### src/rtl/assert_macros.svh
// assertion macros shared by the rtl files that check themselves
// no dependencies; define NO_ASSERTIONS to compile the checks away
`ifndef ASSERT_MACROS_SVH
`define ASSERT_MACROS_SVH
`ifndef NO_ASSERTIONS
`define CHC_ASSERT_IMPLY(lbl, clk, rstn, ante, cons) \
    lbl: assert property (@(posedge clk) disable iff (!rstn) (ante) |-> (cons)) \
        else $error("implication check failed");
`define CHC_ASSERT_NEVER(lbl, clk, rstn, expr) \
    lbl: assert property (@(posedge clk) disable iff (!rstn) !(expr)) \
        else $error("forbidden condition seen");
`else
`define CHC_ASSERT_IMPLY(lbl, clk, rstn, ante, cons)
`define CHC_ASSERT_NEVER(lbl, clk, rstn, expr)
`endif
`endif

### src/rtl/chc_pkg.sv
// shared constants, types and the arctangent table of the compass heading unit
// no dependencies
package chc_pkg;

    localparam int SAMPLE_BITS  = 16;
    localparam int CORDIC_STEPS = 16;
    localparam int ATAN_LEN     = 24;

    localparam int S_DATA_W  = 64;
    localparam int HEAD_W    = 16;
    localparam int M_USER_W  = 2;
    localparam int CFG_W     = 32;
    localparam int CFG_IDX_W = 2;
    localparam int DECL_W    = 16;
    localparam int AXIS_W    = 16;

    localparam logic [CFG_IDX_W-1:0] CFG_CALIB_START    = 2'd0;
    localparam logic [CFG_IDX_W-1:0] CFG_CALIB_DURATION = 2'd1;
    localparam logic [CFG_IDX_W-1:0] CFG_DECLINATION    = 2'd2;

    localparam logic [CFG_W-1:0]  CALIB_START_RST    = 32'd0;
    localparam logic [CFG_W-1:0]  CALIB_DURATION_RST = 32'd10000;
    localparam logic [DECL_W-1:0] DECLINATION_RST    = 16'd303;

    // centred sample, range, cross product
    localparam int NW = AXIS_W + 2;
    localparam int DW = AXIS_W;
    localparam int PW = NW + DW + 1;
    localparam int PRE_SHIFT = 20;
    // cordic datapath, angle, declination sum, rounded heading
    localparam int CW = PW + PRE_SHIFT + 2;
    localparam int ZW = 26;
    localparam int TW = ZW + 2;
    localparam int RND_SHIFT = 9;
    localparam int HW = TW - RND_SHIFT;

    localparam int Q_DEPTH = 4;
    localparam int QAW = $clog2(Q_DEPTH);
    localparam int QCW = $clog2(Q_DEPTH + 1);

    localparam logic signed [HW-1:0] FULL_TURN_Q7 = HW'(46080);
    localparam logic signed [ZW-1:0] ANGLE_90_Q16 = ZW'(5898240);

    // atan(2^-i) in 2^-16 degree
    localparam int ATAN_Q16 [ATAN_LEN] = '{
        2949120, 1740967, 919879, 466945, 234379, 117304, 58666, 29335,
        14668, 7334, 3667, 1833, 917, 458, 229, 115,
        57, 29, 14, 7, 4, 2, 1, 0
    };

    typedef struct packed {
        logic signed [NW-1:0] nx;
        logic signed [NW-1:0] ny;
        logic [DW-1:0]        dx;
        logic [DW-1:0]        dy;
        logic                 range_zero;
        logic                 calibrating;
    } norm_item_t;

    typedef struct packed {
        logic range_zero;
        logic calibrating;
        logic zero_angle;
    } item_tag_t;

endpackage

### src/rtl/chc_queue.sv
// short fifo of centred items between the front end and the heading pipeline
// depends on chc_pkg
module chc_queue (
    input  logic                     aclk,
    input  logic                     aresetn,
    input  logic                     wr_en,
    input  chc_pkg::norm_item_t      wr_item,
    input  logic                     rd_en,
    output chc_pkg::norm_item_t      rd_item,
    output logic [chc_pkg::QCW-1:0]  level
);

    chc_pkg::norm_item_t          mem_reg [chc_pkg::Q_DEPTH];
    logic [chc_pkg::QAW-1:0]      wr_ptr_reg, rd_ptr_reg;
    logic [chc_pkg::QCW-1:0]      level_reg;

    function automatic logic [chc_pkg::QAW-1:0] ptr_inc(input logic [chc_pkg::QAW-1:0] p);
        return (p == chc_pkg::QAW'(chc_pkg::Q_DEPTH - 1)) ? '0 : p + 1'b1;
    endfunction

    always_ff @(posedge aclk) begin
        if (wr_en) begin
            mem_reg[wr_ptr_reg] <= wr_item;
        end
    end

    always_ff @(posedge aclk) begin
        if (!aresetn) begin
            wr_ptr_reg <= '0;
            rd_ptr_reg <= '0;
            level_reg  <= '0;
        end else begin
            if (wr_en) begin
                wr_ptr_reg <= ptr_inc(wr_ptr_reg);
            end
            if (rd_en) begin
                rd_ptr_reg <= ptr_inc(rd_ptr_reg);
            end
            unique case ({wr_en, rd_en})
                2'b10:   level_reg <= level_reg + 1'b1;
                2'b01:   level_reg <= level_reg - 1'b1;
                default: level_reg <= level_reg;
            endcase
        end
    end

    assign rd_item = mem_reg[rd_ptr_reg];
    assign level   = level_reg;

endmodule

### config.mk
export PLATFORM = sky130hd
export DESIGN_NAME = chc_queue
export DESIGN_NICKNAME = d
export VERILOG_FILES = /design/src/rtl/assert_macros.svh /design/src/rtl/chc_pkg.sv /design/src/rtl/chc_queue.sv
export SDC_FILE = /design/constraint.sdc
export NUM_CORES = 1
export LEC_CHECK = 0
export BUFFER_PORTS_ARGS = -buffer_cell sky130_fd_sc_hd__buf_2
export CAP_MARGIN = 20
export CELL_PAD_IN_SITES_DETAIL_PLACEMENT = 0
export CELL_PAD_IN_SITES_GLOBAL_PLACEMENT = 1
export CORE_MARGIN = 2
export CORE_UTILIZATION = 45
export DETAILED_ROUTE_END_ITERATION = 8
export PLACE_DENSITY = 0.76
export SYNTH_ARGS = -nofsm -noshare
export SYNTH_HDL_FRONTEND = slang
export SYNTH_SLANG_ARGS = --single-unit
### constraint.sdc
create_clock -name aclk -period 3.7 [get_ports aclk]
set_input_delay 0.555 -clock aclk [delete_from_list [all_inputs] [get_ports aclk]]
set_output_delay 0.555 -clock aclk [all_outputs]
set_load 0.03 [all_outputs]
; ---- Word level (Yosys, flattened, before mapping)
; Memories as Yosys holds them, arrays and structs flattened. A register that Yosys moved wholly into a read port is not among the register bits.
; Cells that the tools add are included.
[word_totals]
inputBits = 74
regBits = 7
out_inout_bits = 73
word_cells = 20
ramBits = 280
mem_count = 1
[op_classes]
eq_ne = 4
n_addsub = 4
mux = 7
reduce_logical = 1
[memory_table]
columns = name, words, word_bits, read_ports, rd_clocked_by_memory_dff, wr, line
row1 = mem_reg, 4, 70, 1, 1, 1, chc_queue.sv:13  ; chc_pkg::norm_item_t mem_reg [chc_pkg::Q_DEPTH];
[ops]
columns = cell, n
row1 = 2-bit 2-to-1 mux, 4
row2 = 2-bit equality test (second input constant), 3
row3 = 3-bit one-hot mux with 2 select lines, 1
row4 = 2-bit by 1-bit adder with 2-bit output (second input constant), 2
row5 = 3-bit by 1-bit adder with 3-bit output (second input constant), 1
row6 = 3-bit by 1-bit subtractor with 3-bit output (second input constant), 1
row7 = 2-bit by 1-bit equality test with 1-bit output (second input constant), 1
row8 = 1-bit 2-to-1 mux, 2
row9 = 2-bit nonzero test, 1

; ---- Logic depth before layout (Yosys ltp)
[logic_depth]
ltp_word = 4
mapped_depth = 7
mapped_depth_nobuf = 7

; ---- Worst setup path before layout
; Ideal clock, no wire load.
[synth_timing]
path_type = input -> register
from = input port wr_en
to = memory mem_reg[0][0] (netlist bit), enable pin
arrival_ns = 2.195
t_required_ns = 3.265
path_slack_ns = 1.069
setup_time_ns = 0.435
cell_stages = 1
path_buffers = 0
path_cell_list = and2_1
[synth_between]
elab_chain_len = 2
[synth_lines]
columns = element, line
row1 = start: declaration, chc_queue.sv:6  ; input logic wr_en,
row2 = 1-bit 2-to-1 mux, chc_queue.sv:22  ; if (wr_en) begin
row3 = 1-bit 2-to-1 mux (implied by the code), chc_queue.sv:23  ; mem_reg[wr_ptr_reg] <= wr_item;
row4 = end: declaration, chc_queue.sv:13
; No other way between the ends.

==> run metrics <==
Seq/Total Area, Yosys=80.81%; drt initial violations=325; critical path data required time=3.14 ns; synth unique cells=22; Worst Clk Skew=0.01239 ns; leading area contributor after synthesis=edfxtp_1; ratio of cells with drive above 1 in the final layout=44.48%; Post-Syn Area=10630 sq um; CTS sink count=289; crit-path max FO=36; Pleak=4.233 nW; register area=8596 sq um; drt first pass iters=4; Resized Gates After CTS=0; dominant synthesized flop cell=edfxtp_1; most instantiated cells after synthesis=edfxtp_1, mux4_2, dfxtp_1; global-route wire length before repair=28.08 mm; largest cells by area after synthesis=edfxtp_1, mux4_2, dfxtp_1, buf_12, ha_1; drt wl/cell=19.96 microns; core area=23330 sq um; fin area=12620 sq um; startpoint class of the critical path=register; Util after Layout=54.09%; placed cells=862; Setup-failing EPs final=0; Worst Hold Class=input port to register; maximum clock insertion buffer count=3; Root Buffer=clkbuf_16; max-cap violation count=0; pwr dens=576.6 nW/um^2; ANT nets after route=0; GRT Total Usage=14.91%; Area after DPL=11610 sq um; Worst Max-Slew Pin Slew=1.055 ns; largest net degree at the start of global routing=71; routability cong.=0.7051; maximum vdd drop=0.3511 mV; Final Hold Fails=0; GRT busiest layer=met2; grt met3 use=3.887%; DR DRC count=0; grt ovf=0; Synthesis Warnings=0; nets@finish=659; Die Y=157.7 microns; initial antenna violation count=1; # Post-CTS Setup Buffers=0; TNS Setup=0 ns; Port-buffer cells=146; RSZ-0062 raised after global routing=no; routed vias=4728; die area=24860 sq um; clk slew on worst S/H paths=0.06 ns; max_slew headroom=29.64%; Critical Path AT=2.31 ns; vias in the first global route=5086; row cnt=56; status=completed; htree depth=1; GR Util met2=25.01%; CTS Buf Count=29; multi-input logic area=1837 sq um; global routing usage on met1=19.25%; HPWL after DPL=10.41 mm; # diodes=0; most frequent cell after synthesis=edfxtp_1; synthesized area per cell=25.86 sq um; post-cts hold buffer count=0; Starting Density=45.55%; Synth Instances=411; Post-Route WL=18.30 mm; worst hold slack=0.2411 ns; FMAX=0.3488 GHz; Synth top area share=79.11%; fillers=1793; minimum clock period=2.867 ns; CP endpoint kind=output port; synthesized flop and latch total=289; Setup CP Type=register to output port; io pins=147; P&R area growth vs syn=18.74%; mean number of vias per cell=5.156; die width=157.7 microns; Clk Latency, worst-skew pair=0.52 ns; ys async rst share=0%; part of the cycle the worst path needs=77.49%; final std cells w/o fill=917; CTS tree=yes; fin. max-slew vios=0; Net Count, Synth=492; Post-synth EDFFs=280; max reg flops=280
==> final timing paths <==
kind / slack (ns) / startpoint / to / cells after the start
max: 0.83 / register / rd_item[39] / 3
max reg2reg: 1.91 / wr_ptr_reg[0]$_SDFFE_PN0P_ / mem_reg[2][37]$_DFFE_PP_ / 4
min reg2reg: 0.52 / level[2]$_SDFFE_PN0P_ / level[2]$_SDFFE_PN0P_ / 2
min: 0.24 / wr_item[19] / mem_reg[0][19]$_DFFE_PP_ / 1
==> per-stage QoR <==
stage	power, mW	setup WS (ns)
2_1_floorplan	4.353	1.069
5_1_grt	7.537	0.6769
3_3_place_gp	4.556	1.331
6_report	7.277	0.8330
3_5_place_dp	4.580	1.309
4_1_cts	7.351	0.7334
==> power by group <==
group | switching [mW] | total (mW) | leakage (nW) | internal (mW)
Clock | 1.12 | 2.77 | 0.444 | 1.66
Combinational | 0.441 | 0.712 | 1.14 | 0.270
Sequential | 0.0625 | 3.79 | 2.65 | 3.73
==> worst max-delay path, cell delays in order (launching register included) <==
cell and delay (ns):
dfxtp_4 0.61, buf_12 0.35, mux4_2 0.58, buf_2 0.20
==> placed cells by master, fill, tap and decap left out, types with 6 or more instances in the layout <==
master,instances
ha_1,6
clkbuf_1,9
buf_2,146
edfxtp_1,280
mux4_2,70
dfxtp_1,7
clkbuf_16,29
inv_1,6
==> area by class of cell <==
cell class / instances / area share [%]
sequential: 289 / 68.11
timing repair buffer: 152 / 6.762
inverter: 6 / 0.1785
clock inverter: 9 / 0.7733
multi-input combinational: 100 / 14.55
tap: 319 / 3.163
clock buffer: 42 / 6.454
==> routing by layer <==
| metal | vias up | wire [microns] |
|---|---|---|
| met4 | 2 | 396 |
| met2 | 144 | 9097 |
| met3 | 36 | 1396 |
| li1 | 2082 | - |
| met5 | - | 7 |
| met1 | 2464 | 7407 |
==> cells by family (layout without fill, tap and decap cells) <==
group           after synthesis  in the layout  share of synthesized area (%)
buf+inv                      22            209                          2.001
fa+ha+maj                     7              7                         0.8947
mux                          72             72                          15.02
flops                       289            289                          80.81
compound gates                5              5                         0.2826
simple gates                 14             14                         0.8241
xor+xnor                      2              2                         0.1649
Power figures use the tool's default switching activity.
