## src/rtl/assert_macros.svh

```systemverilog
// assertion macros shared by the rtl files that check themselves
// no dependencies; define NO_ASSERTIONS to compile the checks away
`ifndef ASSERT_MACROS_SVH
`define ASSERT_MACROS_SVH
`ifndef NO_ASSERTIONS
`define CHC_ASSERT_IMPLY(lbl, clk, rstn, ante, cons) \
    lbl: assert property (@(posedge clk) disable iff (!rstn) (ante) |-> (cons)) \
        else $error("implication check failed");
`define CHC_ASSERT_NEVER(lbl, clk, rstn, expr) \
    lbl: assert property (@(posedge clk) disable iff (!rstn) !(expr)) \
        else $error("forbidden condition seen");
`else
`define CHC_ASSERT_IMPLY(lbl, clk, rstn, ante, cons)
`define CHC_ASSERT_NEVER(lbl, clk, rstn, expr)
`endif
`endif

```

## src/rtl/chc_pkg.sv

```systemverilog
// shared constants, types and the arctangent table of the compass heading unit
// no dependencies
package chc_pkg;

    localparam int SAMPLE_BITS  = 16;
    localparam int CORDIC_STEPS = 16;
    localparam int ATAN_LEN     = 24;

    localparam int S_DATA_W  = 64;
    localparam int HEAD_W    = 16;
    localparam int M_USER_W  = 2;
    localparam int CFG_W     = 32;
    localparam int CFG_IDX_W = 2;
    localparam int DECL_W    = 16;
    localparam int AXIS_W    = 16;

    localparam logic [CFG_IDX_W-1:0] CFG_CALIB_START    = 2'd0;
    localparam logic [CFG_IDX_W-1:0] CFG_CALIB_DURATION = 2'd1;
    localparam logic [CFG_IDX_W-1:0] CFG_DECLINATION    = 2'd2;

    localparam logic [CFG_W-1:0]  CALIB_START_RST    = 32'd0;
    localparam logic [CFG_W-1:0]  CALIB_DURATION_RST = 32'd10000;
    localparam logic [DECL_W-1:0] DECLINATION_RST    = 16'd303;

    // centred sample, range, cross product
    localparam int NW = AXIS_W + 2;
    localparam int DW = AXIS_W;
    localparam int PW = NW + DW + 1;
    localparam int PRE_SHIFT = 20;
    // cordic datapath, angle, declination sum, rounded heading
    localparam int CW = PW + PRE_SHIFT + 2;
    localparam int ZW = 26;
    localparam int TW = ZW + 2;
    localparam int RND_SHIFT = 9;
    localparam int HW = TW - RND_SHIFT;

    localparam int Q_DEPTH = 4;
    localparam int QAW = $clog2(Q_DEPTH);
    localparam int QCW = $clog2(Q_DEPTH + 1);

    localparam logic signed [HW-1:0] FULL_TURN_Q7 = HW'(46080);
    localparam logic signed [ZW-1:0] ANGLE_90_Q16 = ZW'(5898240);

    // atan(2^-i) in 2^-16 degree
    localparam int ATAN_Q16 [ATAN_LEN] = '{
        2949120, 1740967, 919879, 466945, 234379, 117304, 58666, 29335,
        14668, 7334, 3667, 1833, 917, 458, 229, 115,
        57, 29, 14, 7, 4, 2, 1, 0
    };

    typedef struct packed {
        logic signed [NW-1:0] nx;
        logic signed [NW-1:0] ny;
        logic [DW-1:0]        dx;
        logic [DW-1:0]        dy;
        logic                 range_zero;
        logic                 calibrating;
    } norm_item_t;

    typedef struct packed {
        logic range_zero;
        logic calibrating;
        logic zero_angle;
    } item_tag_t;

endpackage

```

## src/rtl/chc_front.sv

```systemverilog
// front end: accepts items, tests the calibration window, tracks min/max, centres axes
// depends on chc_pkg
module chc_front (
    input  logic                             aclk,
    input  logic                             aresetn,
    input  logic                             s_tvalid,
    output logic                             s_tready,
    input  logic [chc_pkg::S_DATA_W-1:0]     s_tdata,
    input  logic [chc_pkg::CFG_W-1:0]        calib_start,
    input  logic [chc_pkg::CFG_W-1:0]        calib_duration,
    input  logic [chc_pkg::QCW-1:0]          q_level,
    output logic                             q_push,
    output chc_pkg::norm_item_t              q_push_item
);

    logic                                  a_valid_reg;
    logic signed [chc_pkg::AXIS_W-1:0]     a_x_reg, a_y_reg;
    logic                                  a_cal_reg;
    logic signed [chc_pkg::AXIS_W-1:0]     x_lo_reg, x_hi_reg, y_lo_reg, y_hi_reg;
    logic signed [chc_pkg::AXIS_W-1:0]     x_lo_next, x_hi_next, y_lo_next, y_hi_next;
    logic signed [chc_pkg::AXIS_W-1:0]     in_x, in_y;
    logic [chc_pkg::CFG_W-1:0]             elapsed;
    logic                                  accept;
    logic signed [chc_pkg::NW-1:0]         rng_x, rng_y;
    logic                                  zero_x, zero_y;

    assign in_x = chc_pkg::AXIS_W'(signed'(s_tdata[chc_pkg::SAMPLE_BITS-1:0]));
    assign in_y = chc_pkg::AXIS_W'(signed'(s_tdata[chc_pkg::AXIS_W +: chc_pkg::SAMPLE_BITS]));
    assign elapsed = s_tdata[chc_pkg::S_DATA_W-1 -: chc_pkg::CFG_W] - calib_start;

    // room for this item and the one already in stage a
    assign s_tready = ({1'b0, q_level} + {{chc_pkg::QCW{1'b0}}, a_valid_reg})
                      < (chc_pkg::QCW + 1)'(chc_pkg::Q_DEPTH);
    assign accept = s_tvalid && s_tready;

    always_ff @(posedge aclk) begin
        if (!aresetn) begin
            a_valid_reg <= 1'b0;
        end else begin
            a_valid_reg <= accept;
        end
    end

    always_ff @(posedge aclk) begin
        if (accept) begin
            a_x_reg   <= in_x;
            a_y_reg   <= in_y;
            a_cal_reg <= (elapsed <= calib_duration);
        end
    end

    // widen the extremes while calibrating
    always_comb begin
        x_lo_next = (a_cal_reg && (a_x_reg < x_lo_reg)) ? a_x_reg : x_lo_reg;
        x_hi_next = (a_cal_reg && (a_x_reg > x_hi_reg)) ? a_x_reg : x_hi_reg;
        y_lo_next = (a_cal_reg && (a_y_reg < y_lo_reg)) ? a_y_reg : y_lo_reg;
        y_hi_next = (a_cal_reg && (a_y_reg > y_hi_reg)) ? a_y_reg : y_hi_reg;
    end

    always_ff @(posedge aclk) begin
        if (!aresetn) begin
            x_lo_reg <= '0;
            x_hi_reg <= '0;
            y_lo_reg <= '0;
            y_hi_reg <= '0;
        end else if (a_valid_reg) begin
            x_lo_reg <= x_lo_next;
            x_hi_reg <= x_hi_next;
            y_lo_reg <= y_lo_next;
            y_hi_reg <= y_hi_next;
        end
    end

    assign rng_x  = chc_pkg::NW'(x_hi_next) - chc_pkg::NW'(x_lo_next);
    assign rng_y  = chc_pkg::NW'(y_hi_next) - chc_pkg::NW'(y_lo_next);
    assign zero_x = (rng_x <= chc_pkg::NW'(0));
    assign zero_y = (rng_y <= chc_pkg::NW'(0));

    assign q_push = a_valid_reg;

    always_comb begin
        q_push_item.nx = (chc_pkg::NW'(a_x_reg) <<< 1) - chc_pkg::NW'(x_lo_next)
                         - chc_pkg::NW'(x_hi_next);
        q_push_item.ny = (chc_pkg::NW'(a_y_reg) <<< 1) - chc_pkg::NW'(y_lo_next)
                         - chc_pkg::NW'(y_hi_next);
        q_push_item.dx = zero_x ? chc_pkg::DW'(1) : rng_x[chc_pkg::DW-1:0];
        q_push_item.dy = zero_y ? chc_pkg::DW'(1) : rng_y[chc_pkg::DW-1:0];
        q_push_item.range_zero  = zero_x || zero_y;
        q_push_item.calibrating = a_cal_reg;
    end

endmodule

```

## config.mk

```make
export PLATFORM = sky130hd
export DESIGN_NAME = chc_front
export DESIGN_NICKNAME = d
export VERILOG_FILES = /design/src/rtl/assert_macros.svh /design/src/rtl/chc_pkg.sv /design/src/rtl/chc_front.sv
export SDC_FILE = /design/constraint.sdc
export NUM_CORES = 1
export LEC_CHECK = 0
export BUFFER_PORTS_ARGS = -buffer_cell sky130_fd_sc_hd__buf_2
export CORE_ASPECT_RATIO = 0.5
export CORE_UTILIZATION = 35
export CTS_BUF_LIST = sky130_fd_sc_hd__clkbuf_4
export CTS_CLUSTER_SIZE = 30
export DETAILED_ROUTE_END_ITERATION = 16
export GPL_TIMING_DRIVEN = 1
export HOLD_SLACK_MARGIN = 0.15
export PLACE_DENSITY = 0.56
export SLEW_MARGIN = 30
export SYNTH_ARGS = -nofsm -noshare
export SYNTH_HDL_FRONTEND = slang
export SYNTH_SLANG_ARGS = --single-unit
```

## constraint.sdc

```tcl
create_clock -name aclk -period 12.7 [get_ports aclk]
set_input_delay 1.905 -clock aclk [delete_from_list [all_inputs] [get_ports aclk]]
set_output_delay 1.905 -clock aclk [all_outputs]
set_load 0.005 [all_outputs]
```

## After elaboration in Yosys (flattened, before gate mapping)

Index checks and enable logic that the tools add are counted.

| word-level totals | value |
|---|---|
| output and inout port bits | 72 |
| flip-flop bits (word level) | 98 |

| operators by class | value |
|---|---|
| $add $sub $neg | 8 |
| reductions and logical operators | 6 |
| magnitude comparators | 8 |
| muxes and demuxes | 6 |

Operators with widths:

| kind | count |
|---|---|
| 16-bit two-way mux | 6 |
| 17-bit by 16-bit subtractor with 18-bit output | 2 |
| 18-bit by 16-bit subtractor with 18-bit output | 2 |
| 17-bit by 1-bit <= comparator with 1-bit output (second input constant) | 2 |
| 16-bit by 16-bit subtractor with 17-bit output | 2 |
| 16-bit > comparator | 2 |
| 32-bit <= comparator | 1 |
| 16-bit < comparator | 2 |
| 32-bit subtractor | 1 |
| 1-bit logical AND | 5 |
| 3-bit by 1-bit adder with 4-bit output | 1 |
| 4-bit by 3-bit < comparator with 1-bit output (second input constant) | 1 |
| 1-bit logical OR | 1 |

## Logic depth before layout (Yosys ltp)

Gate-level depths: netlist (run 1).

| depth | value |
|---|---|
| depth after elaboration | 6 |
| mapped depth | 26 |
| mapped depth without buffers | 25 |

## Worst setup path after synthesis (run 1)

Ideal clock, no wire load.

| timing | value |
|---|---|
| path type | reg-to-output |
| start point | register a_x_reg[1] in the netlist's numbering |
| end point | output port q_push_item[68] in the netlist's numbering |
| slack | 5,704 ps |
| data required time | 10,795 ps |
| stages on the path, launching flop included | 26 |
| buffers on the path | 2 |
| arrival time | 5,091 ps |
| cell sequence | edfxtp_1 -> ha_1 -> nor2b_1 -> o21a_1 -> o21ai_0 -> a21oi_1 -> o31ai_1 -> nand4_1 -> nand4b_1 -> clkbuf_1 -> buf_1 -> nand2_1 -> o21ai_0 -> ha_1 -> xor2_1 -> ha_1 -> a21oi_1 -> nor2b_1 -> o21a_1 -> o41ai_2 -> o311a_1 -> a2111oi_1 -> o21a_1 -> o21a_1 -> o41a_1 -> xor2_1 |

RTL lines:

| element | RTL line | source |
|---|---|---|
| start, declared | chc_front.sv:17 | `logic signed [chc_pkg::AXIS_W-1:0] a_x_reg, a_y_reg;` |
| start signal, assigned | chc_front.sv:46 | `a_x_reg <= in_x;` |
| end, declared | chc_front.sv:13 | `output chc_pkg::norm_item_t q_push_item` |

==> summary.md, run 1 <==
| Metric | Value |
|---|---|
| Outcome | `finished, final reports clean` |
| Overall die area | `36900 sq um` |
| Number of instances resized during post-cts repair | `0` |
| Setup Buffers After CTS | `0` |
| Worst r2r path cells | `13` |
| Core utilization of the finished layout | `40.9%` |
| Type of the setup path with the least slack | `reg -> out` |
| Seq cells post-synth | `slightly below 100` |
| RSZ-0062 raised after global routing | `false` |
| Worst path arrival time | `between 6 and 7 ns` |
| Slew at the pin with the worst max-slew slack | `roughly 0.9 ns` |
| Standby leakage power | `6.88 nW` |
| Destination of the worst register-to-register timing path | `y_hi_reg[9]$_SDFFE_PN0P_` |
| Count of unique library cells instantiated by Yosys | `78` |
| Final estimated routing congestion in global placement | `0.862` |
| Initial antenna violation count | `3` |
| Setup slack on the worst flop-to-flop path | `9.19 ns` |
| Crit path max-delay cell type | `sky130_fd_sc_hd__a2111oi_1` |
| Fraction of the cycle the final worst path needs | `66.2%` |
| Core region area | `~35000 sq um` |
| Initial drt markers | `476` |
| Critical path endpoint | `q_push_item[51]` |
| Relative slew margins | `41.6%` |
| Cell area after layout | `14300 sq um` |
| Die height | `136 um` |
| Hold Path Depth | `2` |
| Number of slew-limit violations in the final report | `0` |
| Data required, critical path | `10.80 ns` |
| Synth warn | `0` |
| Hold-fix buffers at CTS | `0` |
| Number of buffers and inverters on the critical path | `3` |
| Clock skew | `0.0256 ns` |
| Clock Pin Slew Worst Setup and Hold Paths | `0.16 ns` |
| Post-synth top area cell | `sky130_fd_sc_hd__ha_1` |
| CTS tree | `done` |
| Chip Width | `approximately 270 um` |
| Top post-synthesis cells by area | `sky130_fd_sc_hd__ha_1, sky130_fd_sc_hd__dfxtp_1, sky130_fd_sc_hd__edfxtp_1` |
| Pin count of the biggest net entering global routing | `66` |
| Most common library cell in the layout ignoring fill and taps | `sky130_fd_sc_hd__inv_1` |
| DP HPWL | `26600 um` |
| Area delta synth->final | `13.4%` |
| Final setup viols | `0` |
| Top-Level Pins | `just over 200` |
| Net count, final | `2112` |
| Source-to-sink clock delay at the later pin of the worst-skew pair | `0.48 ns` |
| Via count of the first global-routing pass | `10.5k` |
| Total CTS buffers | `9` |
| Type of origin of the critical path | `flip-flop` |
| Antenna-violating nets left | `0` |
| Final sum of negative setup slack | `0 ns` |
| Post-synth top area share | `19.7%` |
| Number of non-filler instances in the completed layout | `2229` |
| Length of the first detailed-routing pass in iterations | `7` |
| Combined global-route utilization of all metal layers | `17.4%` |
| Average routed wire per standard cell | `14.2 um` |
| Number of enable flip-flop cells after synthesis | `33` |
| Top library cells by usage in the layout, fill and taps aside | `sky130_fd_sc_hd__inv_1, sky130_fd_sc_hd__buf_2, sky130_fd_sc_hd__ha_1, sky130_fd_sc_hd__a21oi_1, sky130_fd_sc_hd__nor2_1` |
| Sink count of the clock tree | `98` |
| Worst min path class | `reg -> reg` |
| Buffers from clock root to sink, at most | `2` |
| Number of port buffers | `205` |
| Fraction of layout instances using a drive strength above 1 | `between 10 and 15%` |
| Root Driver | `sky130_fd_sc_hd__clkbuf_4` |
| Number of nets produced by synthesis | `1925` |
| Leading register cell type out of synthesis | `sky130_fd_sc_hd__dfxtp_1` |
| Global route overflow | `0` |
| Count of unresolved DRC violations after routing | `0` |
| Crit. End Element | `output pin` |
| Maximum capacitance violations | `0` |
| Number of hold-slack violations in the final timing report | `0` |
| Max rail drop VDD | `0.0405 mV` |
| Maximum fanout along the worst path | `48` |
| Cell type with the highest occurrence count on the critical path | `sky130_fd_sc_hd__a21oi_1` |
| Share of flip-flops with an asynchronous set or reset after synthesis | `0%` |
| H-tree levels | `3` |
| Clock period minus final worst setup slack | `8.40 ns` |
| Post-synth design cell area | `12600 sq um` |
| Initial cell density of the core | `36.1%` |
| P per Cell Area | `95.3 nW/um^2` |
| Sum of routed wire length over all layers | `between 30000 and 40000 um` |
| Average cell area after synthesis | `8.10 sq um` |
| Cell area reported after detailed placement | `about 14000 sq um` |
| Max frequency | `119 MHz` |
| Cell family with most CP delay | `compound AO/OA/AOI/OAI gates` |
| Reg2Reg Launch Point | `a_y_reg[0]$_DFFE_PP_` |
| Wire length of the first global-routing pass | `52400 um` |
| Avg Vias per Cell | `4.89` |
| CP max stage delay | `0.74 ns` |
| Total number of vias | `10.9k` |
| Std-Cell Rows | `48` |
| Placed instance count | `about 2.2k` |
| Total stage count of the critical path | `25` |
| Number of instances in the synthesized netlist | `1559` |
| Sequential area share after synthesis | `18.2%` |
| Worst Setup SP | `a_y_reg[9]$_DFFE_PP_` |
==> cell usage after synthesis, types with 28 or more instances <==
library cell,instances
sky130_fd_sc_hd__nor2_1,102
sky130_fd_sc_hd__o21ai_0,63
sky130_fd_sc_hd__and2_1,28
sky130_fd_sc_hd__ha_1,199
sky130_fd_sc_hd__nor3_1,49
sky130_fd_sc_hd__dfxtp_1,65
sky130_fd_sc_hd__a21oi_1,114
sky130_fd_sc_hd__nand2_1,73
sky130_fd_sc_hd__mux2i_1,80
sky130_fd_sc_hd__nor2b_1,69
sky130_fd_sc_hd__fa_1,33
sky130_fd_sc_hd__inv_1,246
sky130_fd_sc_hd__xnor2_1,50
sky130_fd_sc_hd__edfxtp_1,33
sky130_fd_sc_hd__xor2_1,32
sky130_fd_sc_hd__a21o_1,50
==> kinds of logic after synthesis <==
logic type                 share of synthesized area (%)
and+or+nand+nor                                     17.3
AOI/OAI and AO/OA                                   18.8
buffers and inverters                               8.61
adders and majority gates                           24.9
DFF                                                 18.2
xor gates and xnor gates                            5.69
muxes                                               6.52
==> cell type report <==
type                            count  area [sq um]
Multi-Input combinational cell   1179          9260
Antenna cell                        3          7.51
Sequential cell                    98          2290
Tap cell                          475           594
Fill cell                        3662         20700
Inverter                          247           927
Clock buffer                       11          82.6
Timing Repair Buffer              211          1070
Clock inverter                      5          78.8
==> worst min-delay path by stage <==
stage,start,end
6_report,x_hi_reg[15]$_SDFFE_PN0P_,x_hi_reg[15]$_SDFFE_PN0P_
5_1_grt,x_lo_reg[9]$_SDFFE_PN0P_,x_lo_reg[9]$_SDFFE_PN0P_
4_1_cts,x_hi_reg[9]$_SDFFE_PN0P_,x_hi_reg[9]$_SDFFE_PN0P_
3_5_place_dp,x_lo_reg[14]$_SDFFE_PN0P_,x_lo_reg[14]$_SDFFE_PN0P_
3_3_place_gp,x_hi_reg[11]$_SDFFE_PN0P_,x_hi_reg[11]$_SDFFE_PN0P_
2_1_floorplan,x_hi_reg[10]$_SDFFE_PN0P_,x_hi_reg[10]$_SDFFE_PN0P_
==> report_power, final <==
group / leakage (nW) / total (mW) / internal [mW] / switching [mW]
logic: 5.96 / 0.824 / 0.371 / 0.453
registers: 0.834 / 0.344 / 0.334 / 0.0106
clock network: 0.0895 / 0.197 / 0.0847 / 0.112
total: 6.88 / 1.36 / 0.789 / 0.576
==> metrics by stage <==
stage	total power [mW]	worst slack [ns]	hold slack (ns)
after floorplan	0.914	5.70	0.503
after global placement	1.18	4.73	0.521
after detailed placement	1.18	4.66	0.526
after CTS	1.39	4.03	0.547
after global routing	1.49	3.74	0.563
final	1.36	4.30	0.543
==> metal layers <==
layer	vias to the layer above	part of all wire [%]	global-route usage (%)
li1	5773	-	-
met1	4978	51	23.7
met2	135	46	30.0
met3	21	2.2	2.01
met4	0	1.1	3.26
met5	-	0	0
==> worst register-to-register path, stage by stage, from the launching register on <==
cell and delay, ns:
sky130_fd_sc_hd__edfxtp_1 0.56, sky130_fd_sc_hd__inv_1 0.13, sky130_fd_sc_hd__ha_1 0.22, sky130_fd_sc_hd__nor2b_1 0.10, sky130_fd_sc_hd__o21ai_0 0.08, sky130_fd_sc_hd__nand2b_1 0.08
sky130_fd_sc_hd__a21oi_1 0.07, sky130_fd_sc_hd__o21ai_0 0.14, sky130_fd_sc_hd__a21oi_1 0.08, sky130_fd_sc_hd__or4_1 0.76, sky130_fd_sc_hd__buf_4 0.32, sky130_fd_sc_hd__or2_2 0.54
sky130_fd_sc_hd__mux2i_1 0.25, sky130_fd_sc_hd__nor2b_1 0.06
(Power assumes the default switching activity.)
==> run 2, diff against run 1 <==
--- a/config.mk
+++ b/config.mk
@@ -13,7 +13,7 @@
 export DETAILED_ROUTE_END_ITERATION = 16
 export GPL_TIMING_DRIVEN = 1
 export HOLD_SLACK_MARGIN = 0.15
-export PLACE_DENSITY = 0.56
+export PLACE_DENSITY = 0.58
 export SLEW_MARGIN = 30
 export SYNTH_ARGS = -nofsm -noshare
 export SYNTH_HDL_FRONTEND = slang
==> constraint.sdc (replaced) <==
create_clock -name aclk -period 7.6 [get_ports aclk]
set_input_delay 1.14 -clock aclk [delete_from_list [all_inputs] [get_ports aclk]]
set_output_delay 1.14 -clock aclk [all_outputs]
set_load 0.005 [all_outputs]
==> summary.md, run 2 (synthesized netlist as in run 1, its figures left out) <==
| Metric | Value |
|---|---|
| CP max stage delay | `0.51 ns (-0.23 ns)` |
| Clock period minus final worst setup slack | `7.07 ns` |
| Start point of the worst min-delay path | `x_hi_reg[4]$_SDFFE_PN0P_` |
| Final estimated routing congestion in global placement | `0.883 (+2.3%)` |
| Sum of routed wire length over all layers | `31000 um (-2.3%)` |
| Die height | `136 um (unchanged)` |
| Storage element area | `2290 sq um (unchanged)` |
| Fraction of layout instances using a drive strength above 1 | `15.1% (+0.62 points)` |
| Cell family with most CP delay | `compound AO/OA/AOI/OAI gates` |
| Total CTS buffers | `9 (unchanged)` |
| Count of unresolved DRC violations after routing | `0 (unchanged)` |
| Maximum capacitance violations | `0 (unchanged)` |
| Sink count of the clock tree | `98 (unchanged)` |
| Number of hold-slack violations in the final timing report | `0 (unchanged)` |
| Global route overflow | `0 (unchanged)` |
| Fraction of the cycle the final worst path needs | `93.0%` |
| Total stage count of the critical path | `24 (-4.0%)` |
| Worst r2r path cells | `11 (-2)` |
| Reg2Reg Launch Point | `a_x_reg[1]$_DFFE_PP_` |
| Type of the setup path with the least slack | `reg -> out` |
| Cell area reported after detailed placement | `14100 sq um (about the same)` |
| Cell area after layout | `14400 sq um (+0.48%)` |
| Number of port buffers | `205 (unchanged)` |
| Hold Path Depth | `2 (unchanged)` |
| Number of buffers and inverters on the critical path | `2 (-1)` |
| Data required, critical path | `6.46 ns (-4.34 ns)` |
| Fill cell total of the finished layout | `3605 (-1.6%)` |
| Std-Cell Rows | `48 (unchanged)` |
| Max rail drop VDD | `0.0584 mV (+44%)` |
| Max frequency | `141 MHz` |
| P per Cell Area | `155 nW/um^2 (+63%)` |
| Chip Width | `271 um (unchanged)` |
| Top library cells by usage in the layout, fill and taps aside | `sky130_fd_sc_hd__inv_1, sky130_fd_sc_hd__buf_2, sky130_fd_sc_hd__ha_1, sky130_fd_sc_hd__a21oi_1, sky130_fd_sc_hd__nor2_1` |
| Crit path max-delay cell type | `sky130_fd_sc_hd__edfxtp_1` |
| H-tree levels | `3 (unchanged)` |
| DP HPWL | `26300 um (-1.1%)` |
| CTS tree | `done` |
| Wire length of the first global-routing pass | `49900 um (-4.9%)` |
| Antenna-violating nets left | `0 (unchanged)` |
| Worst path arrival time | `5.93 ns (-0.57 ns)` |
| Outcome | `finished, final reports clean` |
| Average routed wire per standard cell | `13.9 um (-2.4%)` |
| Standby leakage power | `6.89 nW (about the same)` |
| Pin count of the biggest net entering global routing | `66 (unchanged)` |
| Final setup viols | `0 (unchanged)` |
| Type of origin of the critical path | `flip-flop` |
| Crit. End Element | `output pin` |
| Most common library cell in the layout ignoring fill and taps | `sky130_fd_sc_hd__inv_1` |
| Hold-fix buffers at CTS | `0 (unchanged)` |
| Buffers from clock root to sink, at most | `2 (unchanged)` |
| Slew at the pin with the worst max-slew slack | `0.813 ns (-0.0632 ns)` |
| Initial drt markers | `376 (-21%)` |
| Area delta synth->final | `13.9%` |
| Top-Level Pins | `206 (unchanged)` |
| Final Hold Slack | `0.544 ns (+0.00110 ns)` |
| Avg Vias per Cell | `4.87 (-0.37%)` |
| Clock Pin Slew Worst Setup and Hold Paths | `0.18 ns (+0.02 ns)` |
| Multi-input combinational cell area | `9340 sq um (+0.91%)` |
| Total number of vias | `10.9k (-0.33%)` |
| Length of the first detailed-routing pass in iterations | `4 (-3)` |
| Net count, final | `2113 (+0.047%)` |
| Root Driver | `sky130_fd_sc_hd__clkbuf_4` |
| Maximum fanout along the worst path | `13 (-73%)` |
| Number of slew-limit violations in the final report | `0 (unchanged)` |
| Core region area | `35000 sq um (unchanged)` |
| Setup slack on the worst flop-to-flop path | `4.52 ns (-4.67 ns)` |
| Hold-critical path endpoint | `x_hi_reg[4]$_SDFFE_PN0P_` |
| Critical-path cell list | `ha_1 > a21boi_1 > o21a_1 > o21ai_1 > a21oi_1 > o31ai_1 > a21oi_1 > o211ai_1 > nand3_4 > mux2_2 > ha_1 > inv_1 > fa_1 > a21o_1 > a21oi_1 > o21ai_1 > a2111o_1 > nand4_1 > a21oi_1 > nor3_1 > mux2i_2 > o21a_1 > nand2_1 > buf_2` |
| Via count of the first global-routing pass | `10.2k (-3.6%)` |
| Clock skew | `0.0255 ns (-0.000118 ns)` |
| Initial antenna violation count | `3 (unchanged)` |
| Initial cell density of the core | `36.1% (unchanged)` |
| Combined global-route utilization of all metal layers | `16.5% (-0.95 points)` |
| Overall die area | `36900 sq um (unchanged)` |
| Cell type with the highest occurrence count on the critical path | `sky130_fd_sc_hd__a21oi_1` |
| Worst min path class | `reg -> reg` |
| Core utilization of the finished layout | `41.1% (+0.20 points)` |
| Source-to-sink clock delay at the later pin of the worst-skew pair | `0.49 ns (about the same)` |
| Relative slew margins | `45.8% (+4.2 points)` |
| Destination of the worst register-to-register timing path | `x_lo_reg[0]$_SDFFE_PN0P_` |
==> run 2: metal layers <==
metal  GRT usage [%]  part of all wire [%]  vias up
li1                -                     -     5785
met1            21.9                    50     4966
met2            29.2                    47      106
met3            1.91                   2.1       14
met4            2.82                  0.92        0
met5               0                     0        -
==> run 2: tightest hold or removal path: stages, from the launching register on <==
cell,delay (ns)
sky130_fd_sc_hd__dfxtp_1,0.36
sky130_fd_sc_hd__a21oi_1,0.12
sky130_fd_sc_hd__nor2b_1,0.05
==> run 2: report_power, final <==
part,internal (mW),leakage (nW),total (mW),switching [mW]
Sequential,0.558,0.834,0.575,0.0169
Clock,0.0749,0.0731,0.276,0.202
Combinational,0.634,5.98,1.38,0.749
Total,1.27,6.89,2.23,0.967
==> run 2: worst max-delay path by stage <==
| stage | from | end | slack (ns) |
|---|---|---|---|
| after global placement | a_y_reg[9]$_DFFE_PP_ | q_push_item[51] | 0.75 |
| after CTS | a_y_reg[9]$_DFFE_PP_ | q_push_item[51] | 0.09 |
| after global routing | a_x_reg[1]$_DFFE_PP_ | q_push_item[68] | -0.004 |
| final | a_x_reg[1]$_DFFE_PP_ | q_push_item[18] | 0.53 |
| after detailed placement | a_y_reg[9]$_DFFE_PP_ | q_push_item[51] | 0.68 |
| after floorplan | a_x_reg[1]$_DFFE_PP_ | q_push_item[68] | 1.37 |
==> run 2: area by class of cell <==
class	count	area share [%]
inverters	247	6.45
diodes	3	0.0522
clock buffers	9	0.470
multi-input cells	1179	65.0
well taps	475	4.13
flip-flops and latches	98	15.9
repair buffers	212	7.60
clock inverters	7	0.409
==> run 2: metrics by stage <==
stage	power [mW]	worst slack, ns	std cells	setup TNS, ns
finish	2.23	0.533	2230	0
global route	2.45	-0.00357	2230	-0.00357
CTS	2.25	0.0851	2226	0
detailed placement	1.95	0.680	2210	0
global placement	1.95	0.745	2210	0
floorplan	1.53	1.37	1559	0
==> run 2: repair_timing <==
action,4_1_cts,5_1_grt
gates resized for setup,0,26
setup endpoints to repair,0,27
hold endpoints to repair,0,0
buffers inserted,0,1
==> run 3, diff against run 2 <==
--- a/config.mk
+++ b/config.mk
@@ -14,6 +14,7 @@
 export GPL_TIMING_DRIVEN = 1
 export HOLD_SLACK_MARGIN = 0.15
 export PLACE_DENSITY = 0.58
+export REMOVE_ABC_BUFFERS = 1
 export SLEW_MARGIN = 30
 export SYNTH_ARGS = -nofsm -noshare
 export SYNTH_HDL_FRONTEND = slang
==> constraint.sdc (replaced) <==
create_clock -name aclk -period 7.6 [get_ports aclk]
set_input_delay 1.14 -clock aclk [delete_from_list [all_inputs] [get_ports aclk]]
set_output_delay 1.14 -clock aclk [all_outputs]
set_load 0.01 [all_outputs]
==> summary.md, run 3 (synthesized netlist as in run 1, its figures left out) <==
| Metric | Value |
|---|---|
| Top-Level Pins | `206 (unchanged)` |
| Buffers from clock root to sink, at most | `2 (unchanged)` |
| Max rail drop VDD | `0.0969 mV (+66%)` |
| Chip Width | `271 um (unchanged)` |
| Cell area reported after detailed placement | `14200 sq um (+0.26%)` |
| Root Driver | `sky130_fd_sc_hd__clkbuf_4` |
| Fraction of layout instances using a drive strength above 1 | `16.1% (+1.1 points)` |
| Setup slack on the worst flop-to-flop path | `4.30 ns (-0.22 ns)` |
| Via count of the first global-routing pass | `10.6k (+4.4%)` |
| P_sw | `1.07 mW (+10%)` |
| Critical path endpoint | `q_push_item[50]` |
| Fill cell total of the finished layout | `3585 (-0.55%)` |
| Crit path max-delay cell type | `sky130_fd_sc_hd__edfxtp_1` |
| CP max stage delay | `0.53 ns (+0.02 ns)` |
| CTS tree | `done` |
| Total CTS buffers | `9 (unchanged)` |
| Die height | `136 um (unchanged)` |
| Number of non-filler instances in the completed layout | `2244 (+0.63%)` |
| Destination of the worst register-to-register timing path | `x_hi_reg[1]$_SDFFE_PN0P_` |
| Sink count of the clock tree | `98 (unchanged)` |
| Wire length of the first global-routing pass | `53000 um (+6.3%)` |
| Antenna-violating nets left | `0 (unchanged)` |
| Fraction of the cycle the final worst path needs | `94.6% (+1.6 points)` |
| Hold-fix buffers at CTS | `0 (unchanged)` |
| Final estimated routing congestion in global placement | `0.861 (-2.4%)` |
| Initial drt markers | `514 (+37%)` |
| Relative slew margins | `47.7% (+1.9 points)` |
| Overall die area | `36900 sq um (unchanged)` |
| Total number of vias | `11.0k (+1.2%)` |
| Relative contribution of the clock network to total power | `12.7% (+0.3 points)` |
| Worst path arrival time | `6.05 ns (+0.12 ns)` |
| Number of slew-limit violations in the final report | `0 (unchanged)` |
| Average routed wire per standard cell | `14.5 um (+4.1%)` |
| Source-to-sink clock delay at the later pin of the worst-skew pair | `0.48 ns (about the same)` |
| Combined global-route utilization of all metal layers | `17.6% (+1.1 points)` |
| Area delta synth->final | `15.3%` |
| P per Cell Area | `164 nW/um^2 (+5.5%)` |
| RSZ-0062 raised after global routing | `true` |
| Max frequency | `139 MHz (-1.7%)` |
| Initial antenna violation count | `3 (unchanged)` |
| Combinational group share of total power | `63.2% (+1.3 points)` |
| Type of the setup path with the least slack | `reg -> out` |
| Initial cell density of the core | `36.1% (unchanged)` |
| Maximum fanout along the worst path | `6 (-7)` |
| Worst r2r path cells | `14 (+3)` |
| H-tree levels | `3 (unchanged)` |
| Slew at the pin with the worst max-slew slack | `0.784 ns (-0.0286 ns)` |
| Number of port buffers | `205 (unchanged)` |
| Length of the first detailed-routing pass in iterations | `7 (+3)` |
| Outcome | `finished, final reports clean` |
| Crit. End Element | `output pin` |
| Clock period minus final worst setup slack | `7.19 ns (+0.120 ns)` |
| Net count, final | `2128 (+0.71%)` |
| Cell-internal power | `1.32 mW (+4.1%)` |
| Clock Pin Slew Worst Setup and Hold Paths | `0.16 ns (-0.02 ns)` |
| Cell family with most CP delay | `compound AO/OA/AOI/OAI gates` |
| Final setup viols | `0 (unchanged)` |
| Core region area | `35000 sq um (unchanged)` |
| Pin count of the biggest net entering global routing | `66 (unchanged)` |
| DP HPWL | `27100 um (+3.0%)` |
| Maximum capacitance violations | `0 (unchanged)` |
| Switching part of the total power | `44.7% (+1.4 points)` |
| Std-Cell Rows | `48 (unchanged)` |
| Worst Setup SP | `a_y_reg[9]$_DFFE_PP_` |
| Cell type with the highest occurrence count on the critical path | `sky130_fd_sc_hd__o21a_1` |
| Data required, critical path | `6.46 ns (about the same)` |
| Clock skew | `0.0204 ns (-0.00512 ns)` |
| Number of hold-slack violations in the final timing report | `0 (unchanged)` |
| Type of origin of the critical path | `flip-flop` |
| Most common library cell in the layout ignoring fill and taps | `sky130_fd_sc_hd__inv_1` |
| Worst min path class | `reg -> reg` |
| Total stage count of the critical path | `24 (unchanged)` |
| Number of buffers and inverters on the critical path | `3 (+1)` |
| Critical-path cell list | `ha_4 > a21oi_1 > nor2b_1 > o21ai_0 > nand2b_1 > or4_1 > a21oi_2 > o31ai_2 > or2_4 > buf_4 > a21o_1 > fa_1 > inv_1 > ha_1 > nor2b_1 > o21a_1 > o41ai_4 > o311a_4 > a2111oi_4 > o21a_1 > o21a_1 > o41a_1 > xor2_1 > buf_2` |
| Placed instance count | `2215 (+0.23%)` |
| Standby leakage power | `6.97 nW (+1.2%)` |
| Reg2Reg Launch Point | `a_x_reg[1]$_DFFE_PP_` |
| Cell area after layout | `14600 sq um (+1.2%)` |
| Avg Vias per Cell | `4.90 (+0.55%)` |
| Reg power frac | `24.1% (-1.6 points)` |
| Sum of routed wire length over all layers | `32400 um (+4.8%)` |
| Final Hold Slack | `0.551 ns (+0.00671 ns)` |
| Global route overflow | `0 (unchanged)` |
| Count of unresolved DRC violations after routing | `0 (unchanged)` |
| Top library cells by usage in the layout, fill and taps aside | `sky130_fd_sc_hd__inv_1, sky130_fd_sc_hd__buf_2, sky130_fd_sc_hd__ha_1, sky130_fd_sc_hd__a21oi_1, sky130_fd_sc_hd__nor2_1` |
run 3: worst min-delay path by stage:
stage                                 to  slack [ns]                       from  cells after the start
2_1_floorplan  x_hi_reg[10]$_SDFFE_PN0P_        0.50  x_hi_reg[10]$_SDFFE_PN0P_                      2
6_report        x_hi_reg[8]$_SDFFE_PN0P_        0.55   x_hi_reg[8]$_SDFFE_PN0P_                      2
3_3_place_gp   x_hi_reg[15]$_SDFFE_PN0P_        0.52  x_hi_reg[15]$_SDFFE_PN0P_                      2
4_1_cts        x_hi_reg[13]$_SDFFE_PN0P_        0.55  x_hi_reg[13]$_SDFFE_PN0P_                      2
3_5_place_dp   x_hi_reg[13]$_SDFFE_PN0P_        0.53  x_hi_reg[13]$_SDFFE_PN0P_                      2
5_1_grt         x_hi_reg[9]$_SDFFE_PN0P_        0.57   x_hi_reg[9]$_SDFFE_PN0P_                      2
run 3: what timing repair did:
item / in CTS / in global routing
pin swaps: 0 / 6
endpoints found under the hold margin: 0 / 0
setup buffers: 0 / 11
resized for setup: 4 / 22
setup endpoints to repair: 3 / 28
run 3: power by group through the flow:
stage               Clock (mW)  Sequential (mW)  Combinational, mW
global route             0.337            0.578               1.69
detailed placement           0            0.587               1.47
global placement             0            0.587               1.47
floorplan                    0            0.580               1.00
CTS                      0.315            0.576               1.48
finish                   0.302            0.576               1.51
run 3: area by class of cell:
class	count	area [sq um]	area share, %
Tap cell	475	594	4.08
Antenna cell	2	5.00	0.0344
Timing Repair Buffer	227	1200	8.22
Sequential cell	98	2290	15.7
Multi-Input combinational cell	1179	9400	64.5
Clock buffer	9	67.6	0.464
Inverter	247	927	6.37
Clock inverter	7	81.3	0.559
run 3: worst register-to-register path: stages, from the launching register on:
cell                       delay (ns)
sky130_fd_sc_hd__edfxtp_1        0.51
sky130_fd_sc_hd__ha_1            0.35
sky130_fd_sc_hd__nor2b_1         0.13
sky130_fd_sc_hd__o21a_1          0.15
sky130_fd_sc_hd__o21ai_0         0.14
sky130_fd_sc_hd__a21oi_1         0.09
sky130_fd_sc_hd__o31ai_1         0.30
sky130_fd_sc_hd__a21oi_1         0.10
sky130_fd_sc_hd__nand4b_1        0.17
sky130_fd_sc_hd__buf_4           0.19
sky130_fd_sc_hd__buf_4           0.14
sky130_fd_sc_hd__buf_4           0.21
sky130_fd_sc_hd__or2_2           0.47
sky130_fd_sc_hd__a21oi_1         0.21
sky130_fd_sc_hd__nor2b_1         0.06
run 3: metrics by stage:
| stage | setup WS, ns | power, mW | utilization (%) | setup TNS, ns |
|---|---|---|---|---|
| 2_1_floorplan | 0.522 | 1.58 | - | 0 |
| 3_3_place_gp | 0.476 | 2.05 | 40.5 | 0 |
| 3_5_place_dp | 0.456 | 2.05 | 40.5 | 0 |
| 4_1_cts | 0.00199 | 2.37 | 41.0 | 0 |
| 5_1_grt | -0.0102 | 2.61 | 41.6 | -0.0102 |
| 6_report | 0.413 | 2.39 | 41.6 | 0 |
run 3: per-layer routing:
metal  part of all wire, %  vias to the layer above  routed length, um  track usage, %
li1                      -                     5796                  -               -
met1                    51                     5042              16600            24.4
met2                    45                      140              14600            29.4
met3                   2.5                       21                801            1.55
met4                   1.4                        0                454            4.30
met5                     0                        -                  0               0
